File: config.mk
export PLATFORM = sky130hd
export DESIGN_NAME = tvag_fifo
export DESIGN_NICKNAME = d
export VERILOG_FILES = /design/src/rtl/tvag_fifo.sv
export SDC_FILE = /design/constraint.sdc
export NUM_CORES = 1
export LEC_CHECK = 0
export BUFFER_PORTS_ARGS = -buffer_cell sky130_fd_sc_hd__buf_2
export CAP_MARGIN = 20
export CORE_MARGIN = 5
export CORE_UTILIZATION = 44
export CTS_CLUSTER_SIZE = 20
export DETAILED_ROUTE_END_ITERATION = 8
export GPL_ROUTABILITY_DRIVEN = 0
export PLACE_DENSITY = 0.72
export SLEW_MARGIN = 20
export SYNTH_ARGS = -nofsm -noshare
export SYNTH_HDL_FRONTEND = slang
export SYNTH_SLANG_ARGS = --single-unit
File: constraint.sdc
create_clock -name clk -period 1.4 [get_ports clk]
set_input_delay 0.28 -clock clk [delete_from_list [all_inputs] [get_ports clk]]
set_output_delay 0.28 -clock clk [all_outputs]
set_load 0.005 [all_outputs]
File: src/rtl/tvag_fifo.sv
// Small register queue used between the front and back ends and at the output.
// Depends on nothing else; DEPTH must be a power of two of at least two.
module tvag_fifo #(
	parameter int WIDTH = 8,
	parameter int DEPTH = 2
) (
	input  logic             clk,
	input  logic             arst_n,
	input  logic             push,
	input  logic [WIDTH-1:0] wdata,
	output logic             full,
	input  logic             pop,
	output logic [WIDTH-1:0] rdata,
	output logic             empty
);

	localparam int AW = $clog2(DEPTH);

	logic [WIDTH-1:0] slots_q [DEPTH];
	logic [AW-1:0] wr_ptr_q;
	logic [AW-1:0] rd_ptr_q;
	logic [AW:0] count_q;
	logic do_push;
	logic do_pop;

	// Status and read side.
	assign full = (count_q == (AW+1)'(DEPTH));
	assign empty = (count_q == '0);
	assign rdata = slots_q[rd_ptr_q];
	assign do_push = push && !full;
	assign do_pop = pop && !empty;

	// Pointers and fill count.
	always_ff @(posedge clk or negedge arst_n) begin
		if (!arst_n) begin
			wr_ptr_q <= '0;
			rd_ptr_q <= '0;
			count_q <= '0;
		end else begin
			if (do_push) begin
				wr_ptr_q <= wr_ptr_q + 1'b1;
			end
			if (do_pop) begin
				rd_ptr_q <= rd_ptr_q + 1'b1;
			end
			if (do_push && !do_pop) begin
				count_q <= count_q + 1'b1;
			end else if (do_pop && !do_push) begin
				count_q <= count_q - 1'b1;
			end
		end
	end

	// Storage.
	always_ff @(posedge clk) begin
		if (do_push) begin
			slots_q[wr_ptr_q] <= wdata;
		end
	end

endmodule

==> impl_metrics.py, run 1 <==
metrics = {
    "outcome": {
        "outcome": "finished with violations",
        "violations": "setup timing",
    },
    "worst_setup_path": {
        "cpLargestDelayFamily": "flip-flops",
        "worstPathMaxFanout": 4,
        "critPathKind": "reg -> out",
        "max_stage_delay_ns": 0.44,
        "cp_num_buf_inv": 2,
        "slowest_stage": "dfrtp_2",
        "arrival_ns": 1.28,
        "crit_path_end_kind": "output port",
        "crit_top_cell": "buf_6",
        "required_ns": 1.12,
        "path_cells": "buf_6 > mux2_4 > buf_6",
        "start_kind": "register",
    },
    "logic_synthesis": {
        "avgSynthCellArea_um2": 17.77,
        "synth_nets": 57,
        "netlist_area_um2": 782.0,
        "netlist_instances": 44,
        "synth-seq-cells": 20,
        "yosysWarnings": 0,
        "yosysUniqueCellTypes": 15,
        "ys_seq_area_share_pct": 74.24,
    },
    "grt": {
        "grt_pass1_vias": 456,
        "grt_remaining_overflow": 0,
        "grt.total_usage_pct": 10.23,
        "antenna_found_initial": 0,
        "grt_pass1_wl_um": 1994,
        "grt_max_degree": 12,
    },
    "sta": {
        "maxSlewHeadroom_pct": 74.57,
        "worst_slew_pin_slew_ns": 0.3814,
        "fmax_mhz": 642.6,
        "rsz0062_at_grt": "true",
        "finalSetupViolCount": 8,
        "hold_viol": 0,
        "period_share_pct": 111.2,
        "fin_ws_ns": -0.1562,
        "maxSlewViolCount": 0,
        "fin_worst_skew_ns": 0.003271,
        "whs_ns": 0.1746,
        "fin_crit_ns": 1.556,
    },
    "cts": {
        "clk_pin_slew_ns": 0.10,
        "clock_sinks": 20,
        "cts_buffer_depth": 2,
        "cts_root_buffer": "clkbuf_4",
        "tritoncts": "built",
        "htreeDepth": 1,
        "cts_buffers": 3,
        "worstSkewPairLatency_ns": 0.28,
    },
    "power_and_ir_drop": {
        "p_per_area_mw_per_mm2": 2025,
        "ir_drop_uv": 1149,
        "finalPower_mw": 2.275,
        "p_leak_nw": 0.4949,
    },
    "cells_and_area": {
        "area_delta_synth_final_pct": 43.68,
        "fin_util_pct": 65.79,
        "fill_cells": 131,
        "drive_gt1_share_pct": 60.76,
        "diodes": 0,
        "fin_nets": 93,
    },
    "floorplan": {
        "die_y_um": 52.16,
        "die_area_mm2": 0.002720,
        "ios": 22,
        "die_w_um": 52.16,
        "rows": 15,
        "placeableCoreArea_mm2": 0.001708,
        "initial_core_util_pct": 45.79,
    },
    "routing": {
        "finalWirelength_um": 1378,
        "antenna_left": 0,
        "drt_iter0_markers": 2,
        "post_drt_wl_per_cell_um": 13.25,
        "num_vias": 467,
        "drc": 0,
        "viasPerCell": 4.490,
        "first_pass_iters": 2,
    },
    "job": {
        "max-cap-violations": 0,
    },
    "hold_path": {
        "hold_class": "in -> reg",
    },
    "placed_design": {
        "port_buffers": 21,
        "dp_hpwl_um": 937,
    },
}
cell families after synthesis:
group,synth area share [%]
xor+xnor,6.561
mux,11.52
flops,74.24
compound gates,0.6394
buf+inv,1.600
fa+ha+maj,1.600
simple gates,3.841
layer usage:
metal  up-vias  share of wire, %  GRT usage (%)
li1        229                 -              -
met1       224                41          12.62
met2        12                53          16.95
met3         2               4.1          2.006
met4         0               1.2          5.106
met5         -                 0              0
sequential cells by signal, indices dropped and copies added (netlist names):
register and cells:
count_q 2, slots_q 16, wr_ptr_q 1, rd_ptr_q 1
metrics by stage:
stage | TNS (ns) | worst slack (ns) | std cells | instance area, µm²
after global placement | 0 | 0.04542 | 94 | 950.9
after global routing | -1.682 | -0.2038 | 104 | 1124
after detailed placement | 0 | 0.03123 | 94 | 950.9
after floorplan | 0 | 0.007850 | 44 | 782.0
after CTS | -1.214 | -0.1581 | 104 | 1094
final | -1.182 | -0.1562 | 104 | 1124
layout make-up:
type | count | area [µm²] | area share (%)
Timing Repair Buffer | 32 | 247.7 | 22.05
Multi-Input combinational cell | 21 | 229.0 | 20.38
Tap cell | 25 | 31.28 | 2.784
Sequential cell | 20 | 581.8 | 51.78
Clock buffer | 4 | 26.28 | 2.339
Inverter | 2 | 7.507 | 0.6682
power by group:
group / internal (mW) / switching [mW]
combinational: 0.686 / 0.386
clock: 0.111 / 0.154
sequential: 0.835 / 0.104
total: 1.63 / 0.643
final timing paths:
path                             from             to  slack (ns)  cells past startpoint
max                          rd_ptr_q       rdata[2]       -0.16                      3
min                          wdata[4]  slots_q[1][4]        0.17                      1
max reg2reg                count_q[0]     count_q[1]        0.08                      7
min reg2reg                  wr_ptr_q       wr_ptr_q        0.53                      1
max in group asynchronous      arst_n       rd_ptr_q        0.94                      2
min in group asynchronous      arst_n       rd_ptr_q        0.32                      2
cells in the final DEF (no fill, tap or decap), drive strengths merged:
cell type	netlist	final
buf	1	31
edfxtp	16	16
mux2	8	8
clkbuf	0	4
dfrtp	4	4
nor2	3	3
xnor2	3	3
inv	2	2
xor2	2	2
nand2b	1	1
nand2	1	1
o21ai	1	1
and3	1	1
ha	1	1
dlygate4sd3	0	1
cell usage after synthesis:
library cell	count	area, µm²
nand2_2	1	6.260
xor2_1	2	17.52
o21ai_1	1	5.000
inv_1	2	7.510
xnor2_2	1	16.27
xnor2_1	2	17.52
ha_1	1	12.51
nor2_1	3	11.26
and3_1	1	6.260
edfxtp_1	16	480.5
buf_2	1	5.000
mux2_1	6	67.56
dfrtp_1	4	100.1
mux2_2	2	22.52
nand2b_1	1	6.260
timing repair:
| action | in CTS | in global routing |
|---|---|---|
| setup endpoints to repair | 8 | 17 |
| hold buffers | 1 | 0 |
| buffers inserted | 5 | 0 |
| gates resized for setup | 16 | 6 |
| pin swaps | 0 | 2 |
| hold endpoints to repair | 4 | 0 |
worst reg2reg max path: cells and delay by family (launching register included):
family / cells / cell delay, ns
fa+ha+maj: 1 / 0.17
simple gates: 3 / 0.34
xor+xnor: 2 / 0.28
buf+inv: 1 / 0.04
flops: 1 / 0.42
No activity file was read; power rests on OpenSTA's default activity.
==> inputs of run 2 (changes only) <==
- ABC_AREA: not set -> 1
- CORE_UTILIZATION: 44 -> 30
- GPL_TIMING_DRIVEN: not set -> 0
- PLACE_DENSITY: 0.72 -> not set
==> impl_metrics.py, run 2 <==
metrics = {
    "routing": {
        "drc": 0,
        "drt_iter0_markers": 13,
        "first_pass_iters": 3,
        "post_drt_wl_per_cell_um": 12.07,
        "finalWirelength_um": 1605,
        "num_vias": 579,
        "viasPerCell": 4.353,
        "antenna_left": 0,
    },
    "cells_and_area": {
        "final_cell_mix": "nand2_1, buf_2, edfxtp_1",
        "drive_gt1_share_pct": 42.72,
        "fin_nets": 118,
        "top_register": "slots_q",
        "area_delta_synth_final_pct": 34.16,
        "diodes": 0,
        "biggestRegsByFlops": "slots_q x16, count_q x2",
        "largest_register_ffs": 16,
        "fin_util_pct": 43.06,
        "layout_commonest_cell": "nand2_1",
    },
    "grt": {
        "grt_pass1_vias": 556,
        "grt.total_usage_pct": 9.005,
        "grt_max_degree": 11,
        "grt_pass1_wl_um": 2484,
        "grt_remaining_overflow": 0,
        "antenna_found_initial": 0,
    },
    "hold_path": {
        "min_from": "wdata[1]",
        "hold_class": "in -> reg",
        "hold_path_depth": 1,
        "min_to": "slots_q[0][1]",
    },
    "floorplan": {
        "ios": 22,
        "placeableCoreArea_mm2": 0.002522,
        "initial_core_util_pct": 32.09,
        "die_w_um": 61.95,
        "die_area_mm2": 0.003837,
        "rows": 18,
        "die_y_um": 61.95,
    },
    "placed_design": {
        "port_buffers": 21,
        "dp_hpwl_um": 1096,
    },
    "sta": {
        "hold_viol": 0,
        "finalSetupViolCount": 7,
        "maxSlewHeadroom_pct": 79.55,
        "maxSlewViolCount": 0,
        "fin_ws_ns": -0.04803,
        "period_share_pct": 103.4,
        "fin_crit_ns": 1.448,
        "rsz0062_at_grt": "true",
        "fin_worst_skew_ns": 0.002394,
        "fmax_mhz": 690.6,
        "worst_slew_pin_slew_ns": 0.3048,
        "whs_ns": 0.1784,
    },
    "logic_synthesis": {
        "synth.most_common_cell": "nand2_1",
        "ys_top_cells_by_area": "edfxtp_1, nand2_1, dfrtp_1, inv_1, ha_1",
        "netlist_instances": 73,
        "synth.cells.most_frequent": "nand2_1, edfxtp_1, inv_1",
        "yosysUniqueCellTypes": 14,
        "synth-seq-cells": 20,
        "avgSynthCellArea_um2": 11.09,
        "synth_edf_count": 16,
        "synth_top_area_share_pct": 59.35,
        "synth_area_leader_cell": "edfxtp_1",
        "synth_flop_cell": "edfxtp_1",
        "yosysWarnings": 0,
        "synthArstFlopShare_pct": 20.00,
        "netlist_area_um2": 809.5,
        "ys_seq_area_share_pct": 71.72,
        "synth_nets": 86,
    },
    "worst_setup_path": {
        "required_ns": 1.12,
        "start_kind": "register",
        "reg2regPathDepth": 5,
        "worstPathMaxFanout": 6,
        "rrSetupSlack_ns": 0.09,
        "arrival_ns": 1.17,
        "crit_path_end_kind": "output port",
        "critPathKind": "reg -> out",
        "r2r-end": "slots_q[0][4]",
        "r2r_start": "count_q[1]",
    },
    "cts": {
        "clk_pin_slew_ns": 0.10,
        "clock_sinks": 20,
        "worstSkewPairLatency_ns": 0.28,
        "cts_buffer_depth": 2,
        "cts_root_buffer": "clkbuf_4",
        "htreeDepth": 1,
        "cts_buffers": 3,
        "tritoncts": "built",
    },
    "outcome": {
        "outcome": "finished with violations",
        "violations": "setup timing",
    },
    "power_and_ir_drop": {
        "p_switching_uw": 774.4,
        "p_per_area_mw_per_mm2": 1963,
        "internal_power_mw": 1.357,
        "p_comb_share_pct": 44.5,
        "swShare_pct": 36.33,
        "seqPwrFrac_pct": 43.6,
        "ir_drop_uv": 940.9,
        "p_leak_nw": 0.4838,
        "pwr-share-clk_pct": 11.9,
    },
    "job": {
        "max-cap-violations": 0,
    },
}
run 2: cell families (layout without fill, tap and decap cells):
logic type      after synthesis  count (layout)  share of synthesized area, %
simple gates                 40              40                         20.09
compound gates                2               2                         1.237
flops                        20              20                         71.72
fa+ha+maj                     1               1                         1.545
buf+inv                       9              39                         4.327
xor+xnor                      1               1                         1.082
run 2: layer usage:
layer	global-route usage, %	part of all wire (%)	vias up	wire length, µm
li1	-	-	296	-
met1	10.88	44	265	709
met2	14.79	48	16	765
met3	2.893	7.5	2	121
met4	3.636	0.56	0	9
met5	0	0	-	0
run 2: layout make-up:
cell class	count	area, µm²
sequential	20	581.8
timing repair buffer	26	148.9
clock buffer	3	22.52
tap	30	37.54
fill	253	1436
buffer	1	11.26
inverter	8	38.79
multi-input combinational	44	237.7
timing repair inverter	1	7.507
run 2: how the worst max path moves through the flow:
stage | cells after the start | startpoint | slack [ns] | end
final | 5 | rd_ptr_q | -0.05 | rdata[4]
after global routing | 5 | rd_ptr_q | -0.15 | rdata[0]
after CTS | 5 | rd_ptr_q | -0.06 | rdata[0]
after detailed placement | 2 | count_q[0] | -0.22 | slots_q[1][6]
after global placement | 3 | count_q[1] | -0.17 | slots_q[1][6]
after floorplan | 3 | count_q[1] | 0.08 | slots_q[1][0]
run 2: worst max-delay path, cell delays in order, from the launching register on:
cell and delay (ns):
dfrtp_1 0.40, buf_6 0.14, buf_4 0.13, nand2_2 0.04
nand2_1 0.05, buf_2 0.12
run 2: power by group through the flow:
stage	Combinational [mW]	Sequential, mW	Clock (mW)
floorplan	0.445	0.897	0
global placement	0.698	0.905	0
detailed placement	0.716	0.912	0
CTS	0.827	0.908	0.273
global route	1.07	0.947	0.296
finish	0.948	0.930	0.253
run 2: timing repair:
action                                 in CTS  in global routing
gates resized for setup                     7                 15
endpoints found under the hold margin       4                  0
pin swaps                                   0                  5
setup endpoints to repair                  21                 19
gates cloned                                2                  0
hold buffers                                1                  0
setup buffers                               1                  2
run 2: through the flow:
| step | instance area [µm²] | worst slack, ns | setup TNS, ns | power, mW | cells |
|---|---|---|---|---|---|
| 4_1_cts | 1025 | -0.06113 | -0.1909 | 2.008 | 131 |
| 5_1_grt | 1086 | -0.1516 | -0.9335 | 2.311 | 133 |
| 3_3_place_gp | 952.2 | -0.1657 | -1.324 | 1.603 | 124 |
| 2_1_floorplan | 809.5 | 0.07840 | 0 | 1.342 | 73 |
| 3_5_place_dp | 952.2 | -0.2179 | -1.742 | 1.628 | 124 |
| 6_report | 1086 | -0.04803 | -0.2730 | 2.132 | 133 |
