[src/rtl/tvag_pkg.sv]
// Shared constants and types for the torus vertex attribute generator.
// Used by the top level, front end, back end and testbench; depends on nothing else.
package tvag_pkg;

	// Default geometry and number format.
	localparam int SINE_TABLE_DEPTH = 1024;
	localparam int FRACTION_BITS = 14;

	// Largest segment count honored; larger settings are clamped to it.
	localparam int MAX_SEGMENTS = 255;

	// pi/2 in Q30, the seed for the quarter-wave sine table.
	localparam longint unsigned Q30_HALF_PI = 64'd1686629713;

	// Configuration register indexes (byte address is four times the index).
	localparam logic [1:0] REG_POINT_COUNT = 2'd0;
	localparam logic [1:0] REG_MAJOR_RADIUS = 2'd1;
	localparam logic [1:0] REG_TUBE_RADIUS = 2'd2;

	// Register reset values.
	localparam logic [7:0] POINT_COUNT_RESET = 8'd48;
	localparam logic [15:0] MAJOR_RADIUS_RESET = 16'd8192;
	localparam logic [15:0] TUBE_RADIUS_RESET = 16'd3277;

	// Width of one packed result: kind, three components, last and error flags.
	localparam int RESULT_WIDTH = 3 + 3 * 20 + 2;

	typedef enum logic [2:0] {
		KIND_POSITION = 3'd0,
		KIND_NORMAL = 3'd1,
		KIND_S_TANGENT = 3'd2,
		KIND_T_TANGENT = 3'd3,
		KIND_TEXCOORD = 3'd4
	} attr_kind_t;

endpackage

[src/rtl/tvag_front.sv]
// Front end: takes a ring and vertex index, checks them and finds both angle
// fractions with a four-bit-per-cycle divider. Depends on tvag_pkg.
module tvag_front #(
	parameter int SINE_TABLE_DEPTH = tvag_pkg::SINE_TABLE_DEPTH,
	parameter int FRACTION_BITS = tvag_pkg::FRACTION_BITS,
	localparam int LD = $clog2(SINE_TABLE_DEPTH),
	localparam int SW = LD + 2,
	localparam int FW = FRACTION_BITS + 1,
	localparam int EW = 1 + 2 * SW + 2 * FW
) (
	input  logic          clk,
	input  logic          arst_n,
	input  logic          push,
	output logic          full,
	input  logic [7:0]    ring_index,
	input  logic [7:0]    vertex_index,
	input  logic [7:0]    point_count,
	output logic          mid_push,
	output logic [EW-1:0] mid_data,
	input  logic          mid_full
);

	// The quotient carries W fraction bits, enough to round at every scale used.
	localparam int WB = (FRACTION_BITS + 2 > LD + 3) ? FRACTION_BITS + 2 : LD + 3;
	localparam int W = ((WB + 3) / 4) * 4;
	localparam int DIV_CYCLES = W / 4;
	localparam int CW = $clog2(DIV_CYCLES + 1);
	localparam int SH_A = W - LD - 2;
	localparam int SH_T = W - FRACTION_BITS;
	localparam int SH_S = W - FRACTION_BITS - 1;

	typedef enum logic [2:0] {
		F_IDLE = 3'b001,
		F_DIV  = 3'b010,
		F_PUSH = 3'b100
	} fstate_t;

	fstate_t state_q;
	logic in_valid_q;
	logic [7:0] ring_q;
	logic [7:0] vert_q;
	logic err_q;
	logic ring_gt_q;
	logic [7:0] prec_q;
	logic [CW-1:0] cnt_q;
	logic [W:0] qv_q;
	logic [W:0] qr_q;
	logic [7:0] remv_q;
	logic [7:0] remr_q;

	logic start;
	logic accept;
	logic [7:0] prec;
	logic bad;
	logic [W:0] qv_nx;
	logic [W:0] qr_nx;
	logic [7:0] remv_nx;
	logic [7:0] remr_nx;
	logic [W+1:0] sum_a;
	logic [W+1:0] sum_b;
	logic [W+1:0] sum_t;
	logic [W+1:0] sum_s;
	logic [FW:0] ts_raw;
	logic [FW-1:0] ts;

	// Input holding register: a new item waits here while the divider runs.
	assign start = (state_q == F_IDLE) && in_valid_q;
	assign full = in_valid_q && !start;
	assign accept = push && !full;

	// Segment count clamped to the supported maximum, and the index check.
	always_comb begin
		prec = (32'(point_count) > tvag_pkg::MAX_SEGMENTS) ?
			8'(tvag_pkg::MAX_SEGMENTS) : point_count;
		bad = (prec == '0) || (ring_q > prec) || (vert_q > prec);
	end

	// Four restoring division steps per cycle on both quotients.
	always_comb begin
		logic [8:0] tv;
		logic [8:0] tr;
		qv_nx = qv_q;
		qr_nx = qr_q;
		remv_nx = remv_q;
		remr_nx = remr_q;
		for (int i = 0; i < 4; i++) begin
			tv = {remv_nx, 1'b0};
			tr = {remr_nx, 1'b0};
			qv_nx = {qv_nx[W-1:0], tv >= {1'b0, prec_q}};
			qr_nx = {qr_nx[W-1:0], tr >= {1'b0, prec_q}};
			if (tv >= {1'b0, prec_q}) begin
				tv = tv - {1'b0, prec_q};
			end
			if (tr >= {1'b0, prec_q}) begin
				tr = tr - {1'b0, prec_q};
			end
			remv_nx = tv[7:0];
			remr_nx = tr[7:0];
		end
	end

	// Round the fine quotients to the table step and texture scales.
	always_comb begin
		sum_a = {1'b0, qv_q} + (W+2)'(1 << (SH_A - 1));
		sum_b = {1'b0, qr_q} + (W+2)'(1 << (SH_A - 1));
		sum_t = {1'b0, qv_q} + (W+2)'(1 << (SH_T - 1));
		sum_s = {1'b0, qr_q} + (W+2)'(1 << (SH_S - 1));
		ts_raw = sum_s[SH_S +: FW+1];
		if (ring_gt_q) begin
			ts_raw = ts_raw - (FW+1)'(1 << FRACTION_BITS);
		end
		ts = ts_raw[FW-1:0];
		mid_push = (state_q == F_PUSH) && !mid_full;
		if (err_q) begin
			mid_data = {1'b1, (EW-1)'(0)};
		end else begin
			mid_data = {1'b0, sum_a[SH_A +: SW], sum_b[SH_A +: SW], ts, sum_t[SH_T +: FW]};
		end
	end

	// Control.
	always_ff @(posedge clk or negedge arst_n) begin
		if (!arst_n) begin
			state_q <= F_IDLE;
			in_valid_q <= 1'b0;
			cnt_q <= '0;
		end else begin
			in_valid_q <= accept || (in_valid_q && !start);
			unique case (state_q)
				F_IDLE: begin
					cnt_q <= '0;
					if (start) begin
						state_q <= bad ? F_PUSH : F_DIV;
					end
				end
				F_DIV: begin
					cnt_q <= cnt_q + 1'b1;
					if (cnt_q == CW'(DIV_CYCLES - 1)) begin
						state_q <= F_PUSH;
					end
				end
				F_PUSH: begin
					if (!mid_full) begin
						state_q <= F_IDLE;
					end
				end
				default: begin
					state_q <= F_IDLE;
				end
			endcase
		end
	end

	// Datapath.
	always_ff @(posedge clk) begin
		if (accept) begin
			ring_q <= ring_index;
			vert_q <= vertex_index;
		end
		if (start) begin
			err_q <= bad;
			prec_q <= prec;
			ring_gt_q <= {ring_q, 1'b0} > {1'b0, prec};
			qv_q <= (W+1)'(vert_q == prec);
			qr_q <= (W+1)'(ring_q == prec);
			remv_q <= (vert_q == prec) ? 8'd0 : vert_q;
			remr_q <= (ring_q == prec) ? 8'd0 : ring_q;
		end else if (state_q == F_DIV) begin
			qv_q <= qv_nx;
			qr_q <= qr_nx;
			remv_q <= remv_nx;
			remr_q <= remr_nx;
		end
	end

endmodule

[config.mk]
export PLATFORM = sky130hd
export DESIGN_NAME = tvag_front
export DESIGN_NICKNAME = d
export VERILOG_FILES = /design/src/rtl/tvag_pkg.sv /design/src/rtl/tvag_front.sv
export SDC_FILE = /design/constraint.sdc
export NUM_CORES = 1
export LEC_CHECK = 0
export BUFFER_PORTS_ARGS = -buffer_cell sky130_fd_sc_hd__buf_2
export CORE_UTILIZATION = 45
export CTS_BUF_LIST = sky130_fd_sc_hd__clkbuf_16
export DETAILED_ROUTE_END_ITERATION = 16
export PLACE_DENSITY_LB_ADDON = 0.2
export SLEW_MARGIN = 0
export SYNTH_ARGS = -nofsm -noshare
export SYNTH_HDL_FRONTEND = slang
export SYNTH_SLANG_ARGS = --single-unit
[constraint.sdc]
create_clock -name clk -period 13.45 [get_ports clk]
set_clock_uncertainty 0.15 [all_clocks]
set_input_delay 0 -clock clk [delete_from_list [all_inputs] [get_ports clk]]
set_output_delay 0 -clock clk [all_outputs]
set_load 0.01 [all_outputs]
==> summary.md <==
The flow ran to the end, and the final reports show no timing, DRC or antenna violations. Yosys mapped a number of flops with a built-in enable equal to 44. At the placement stage, the worst setup path has a slack of 3648 ps. Routability-driven placement finished with a final weighted congestion of 0.9380. The sequential cell area was 0.002118 mm2; the pin slew with the least headroom to its limit was 835.0 ps.

The core region is 0.01682 mm2. Commonest non-fill, non-tap cell in the layout: sky130_fd_sc_hd__nand2_1. 0 antenna diodes ended up in the layout.

The tools report the total congestion overflow after global routing as 0. The number of nets produced by synthesis was 1,078. The yosys synthesis warning count came out at 0. After technology mapping, the gate count stands at 961. Final core utilization: 53.61%. The initial antenna violation count is 0, and the longest individual stage delay on the worst path is 880 ps. The post-detailed-route count of antenna-violating nets is 0.

Of the cells placed in the final design, the portion with a size suffix greater than 1 is 13.34%. The tools report the start point of the worst hold path as vertex_index[7]. In this run the mean area of a mapped cell was 8.182 um2. In this run the worst path has a maximum fanout of 26.

The share of synthesized area occupied by flip-flops and latches came out at 26.94%. The run gives 1,587 as the fill cell instance count of the final layout. The main flop type after synthesis was sky130_fd_sc_hd__edfxtp_1. After detailed routing, the number of remaining DRC violations is 0.

The detailed-route via count was 7,365. In the final routed layout, each cell accounts on average for 16.57 um. The setup slack of the critical path after layout is 3505 ps, and the half-perimeter wire length after detailed placement is 15.84 mm. On the critical path the largest part of the delay comes from compound AO/OA/AOI/OAI gates. Worst-case register-to-register setup slack: 3510 ps. The critical path is of the flop to flop type. In this run the count of I/O pins placed on the die edge is 85.

In this run the critical register-to-register path is launched from prec_q[0]$_DFFE_PP_. The floorplan has 47 rows. Tracing the worst setup path back leads to its startpoint at prec_q[0]$_DFFE_PP_. For this configuration, the core starts out at a cell density of 46.75%. Data on the critical path is required at its endpoint by 13,360 ps. Counting every sink on the clock net gives 82. The total of flip-flops plus latches after synthesis is 82.

Excluding fillers, the count of instances in the completed layout stands at 1,277. Summing every instance area after synthesis gives 0.007863 mm2. During placement, the flow inserted port buffers numbering 84.

Clock tree synthesis inserted a total of 9 buffers. Adding up every negative setup slack in the final design gives 0 ps. Cell type of the slowest stage on the worst timing path: sky130_fd_sc_hd__edfxtp_1.

The maximum level of the CTS H-tree came out at 3. Cell chosen for the clock root: sky130_fd_sc_hd__clkbuf_16. The overall fraction of global-route tracks in use was 23.97%; the number of buffers on the longest clock path was 2. Most used cell along the critical path: sky130_fd_sc_hd__ha_1. The post-route minimum period was 9945 ps. Setup violations remaining at the end of the flow were counted as 0. STA classifies the critical path endpoint as a flop. The normalized max-slew margin came out at 42.90%. The via count of the first global-routing pass was 6,737. Of the available clock period, the critical path in the final layout requires 73.94%. Startpoint kind of the worst setup timing path: a flop. Clock latency on the worst-skew pair, taken at its later pin, is 350 ps. The full die area was 0.01800 mm2. Setup repair after global routing left no endpoint under its margin. The tool flagged a number of max-cap violations equal to 0. The logs give 5 for the first-pass iteration count of the detailed router and 56 for the pin count of the biggest net entering global routing. For the final layout net count, the log shows 1,169.

The count of final max-slew check failures is 0. From synthesis to final layout, the design area changed by 14.67%. The area of combinational cells with multiple inputs was 0.005428 mm2. The run gives 33.93 mm as the global-route wire length before repair. The die boundary height works out to 134.2 um. The routed design has 21.17 mm of wire. After detailed routing, the number of vias per cell comes to 5.767.

The tools report the number of placed instances, taps included as 1,232. The logs give 9850 ps for the endpoint arrival time on the critical path and 557 for the DRC violation total after the first TritonRoute iteration. The clock-pin slew on the worst setup and hold paths is 60 ps, and the die span in x is 134.2 um.

The critical path contains buffers and inverters numbering 2 combined. Count of final hold-check violations: 0. Synthesis instantiated 74 different standard cells from the library. For this run, asynchronously set or reset flops after synthesis account for 8.537%. Leaving out fill and tap cells, the most frequent cells in the layout are sky130_fd_sc_hd__nand2_1, sky130_fd_sc_hd__nor2_1, sky130_fd_sc_hd__ha_1, sky130_fd_sc_hd__buf_2, sky130_fd_sc_hd__nand3_1. TritonCTS built the clock tree.

Based on the critical path, the design can be clocked at up to 100.6 MHz. The worst min-delay path category was input port to flop.
## cells in the mapped netlist, drive strengths merged (4+ instances only)
cell / count / area share, %
a211oi: 4 / 0.38
a21boi: 4 / 0.38
a21o: 10 / 0.95
a21oi: 50 / 3.2
a31oi: 4 / 0.32
and2: 6 / 0.48
and3: 19 / 1.5
and4: 4 / 0.45
buf: 6 / 0.54
clkbuf: 33 / 1.6
dfrtp: 6 / 1.9
dfxtp: 31 / 7.9
edfxtp: 44 / 17
ha: 87 / 14
inv: 41 / 2.0
mux2: 20 / 2.9
mux2i: 6 / 0.92
nand2: 116 / 5.5
nand2b: 10 / 0.80
nand3: 59 / 3.8
nand4: 13 / 1.0
nor2: 89 / 4.2
nor2b: 19 / 1.5
nor3: 20 / 1.3
o211ai: 11 / 1.1
o21a: 23 / 2.2
o21ai: 50 / 3.2
o21bai: 5 / 0.48
o311ai: 17 / 2.1
o31ai: 11 / 1.1
or2: 6 / 0.48
or3: 9 / 0.72
xnor2: 40 / 4.5
xor2: 39 / 4.3
## logic make-up (layout without fill, tap and decap cells)
| family | Yosys count | in the layout | share of synthesized area [%] |
|---|---|---|---|
| AND/OR/NAND/NOR | 386 | 386 | 23.49 |
| AO/OA/AOI/OAI | 218 | 218 | 18.51 |
| adder cells (fa/ha/maj) | 89 | 89 | 14.35 |
| flip-flops | 82 | 82 | 26.94 |
| buffers and inverters | 81 | 177 | 4.122 |
| XOR/XNOR | 79 | 79 | 8.800 |
| multiplexers | 26 | 26 | 3.787 |
## worst paths after layout
check                                         end  cells after the start
setup / recovery              remv_q[5]$_DFFE_PP_                     31
hold / removal                vert_q[7]$_DFFE_PP_                      2
setup reg to reg              remv_q[5]$_DFFE_PP_                     31
hold reg to reg              qv_q[4]$_SDFFE_PP0P_                      2
max in group asynchronous  state_q[2]$_DFFE_PN0P_                      4
min in group asynchronous  state_q[0]$_DFFE_PN1P_                      3
## worst reg2reg max path: cells and delay by family, from the launching register on
| kind | cells | cell delay [ps] |
|---|---|---|
| mux | 2 | 720 |
| flops | 1 | 880 |
| fa+ha+maj | 4 | 1370 |
| compound gates | 16 | 3980 |
| simple gates | 7 | 1900 |
| buf+inv | 2 | 690 |
## per-layer routing
| metal | vias to the layer above | share of wire [%] | track usage [%] |
|---|---|---|---|
| li1 | 3675 | - | - |
| met2 | 225 | 45 | 38.31 |
| met3 | 31 | 5.0 | 3.893 |
| met1 | 3434 | 48 | 32.30 |
| met5 | - | 0 | 0 |
| met4 | 0 | 2.4 | 9.426 |
## metrics by stage
stage          hold slack [ps]  area [um2]
6_report                 214.1        9016
3_3_place_gp            -304.7        8444
2_1_floorplan           -445.6        7863
3_5_place_dp            -304.6        8444
5_1_grt                  210.9        9016
4_1_cts                  204.2        9016
## area by class of cell
| class | instances | area share [%] |
|---|---|---|
| repair buffers | 119 | 8.382 |
| clock buffers | 10 | 2.775 |
| clock inverters | 6 | 0.3469 |
| flip-flops and latches | 82 | 23.49 |
| well taps | 220 | 3.053 |
| multi-input cells | 798 | 60.20 |
| inverters | 42 | 1.749 |
## registers in the layout (all words and copies together), names as in the netlist
| name | flops |
|---|---|
| ring_q | 8 |
| cnt_q | 3 |
| qr_q | 16 |
| state_q | 3 |
| in_valid_q | 1 |
| vert_q | 8 |
| err_q | 1 |
| remv_q | 8 |
| qv_q | 17 |
| ring_gt_q | 1 |
| remr_q | 8 |
| prec_q | 8 |
## what timing repair did
| action | 4_1_cts | 5_1_grt |
|---|---|---|
| resized for setup | 0 | 0 |
| endpoints found under the hold margin | 34 | 0 |
| buffers inserted | 0 | 0 |
| hold buffers | 29 | 0 |
Power is left out: the tool's default activity adds up to more than one toggle a clock period on the data nets, which glitch-free logic cannot reach.
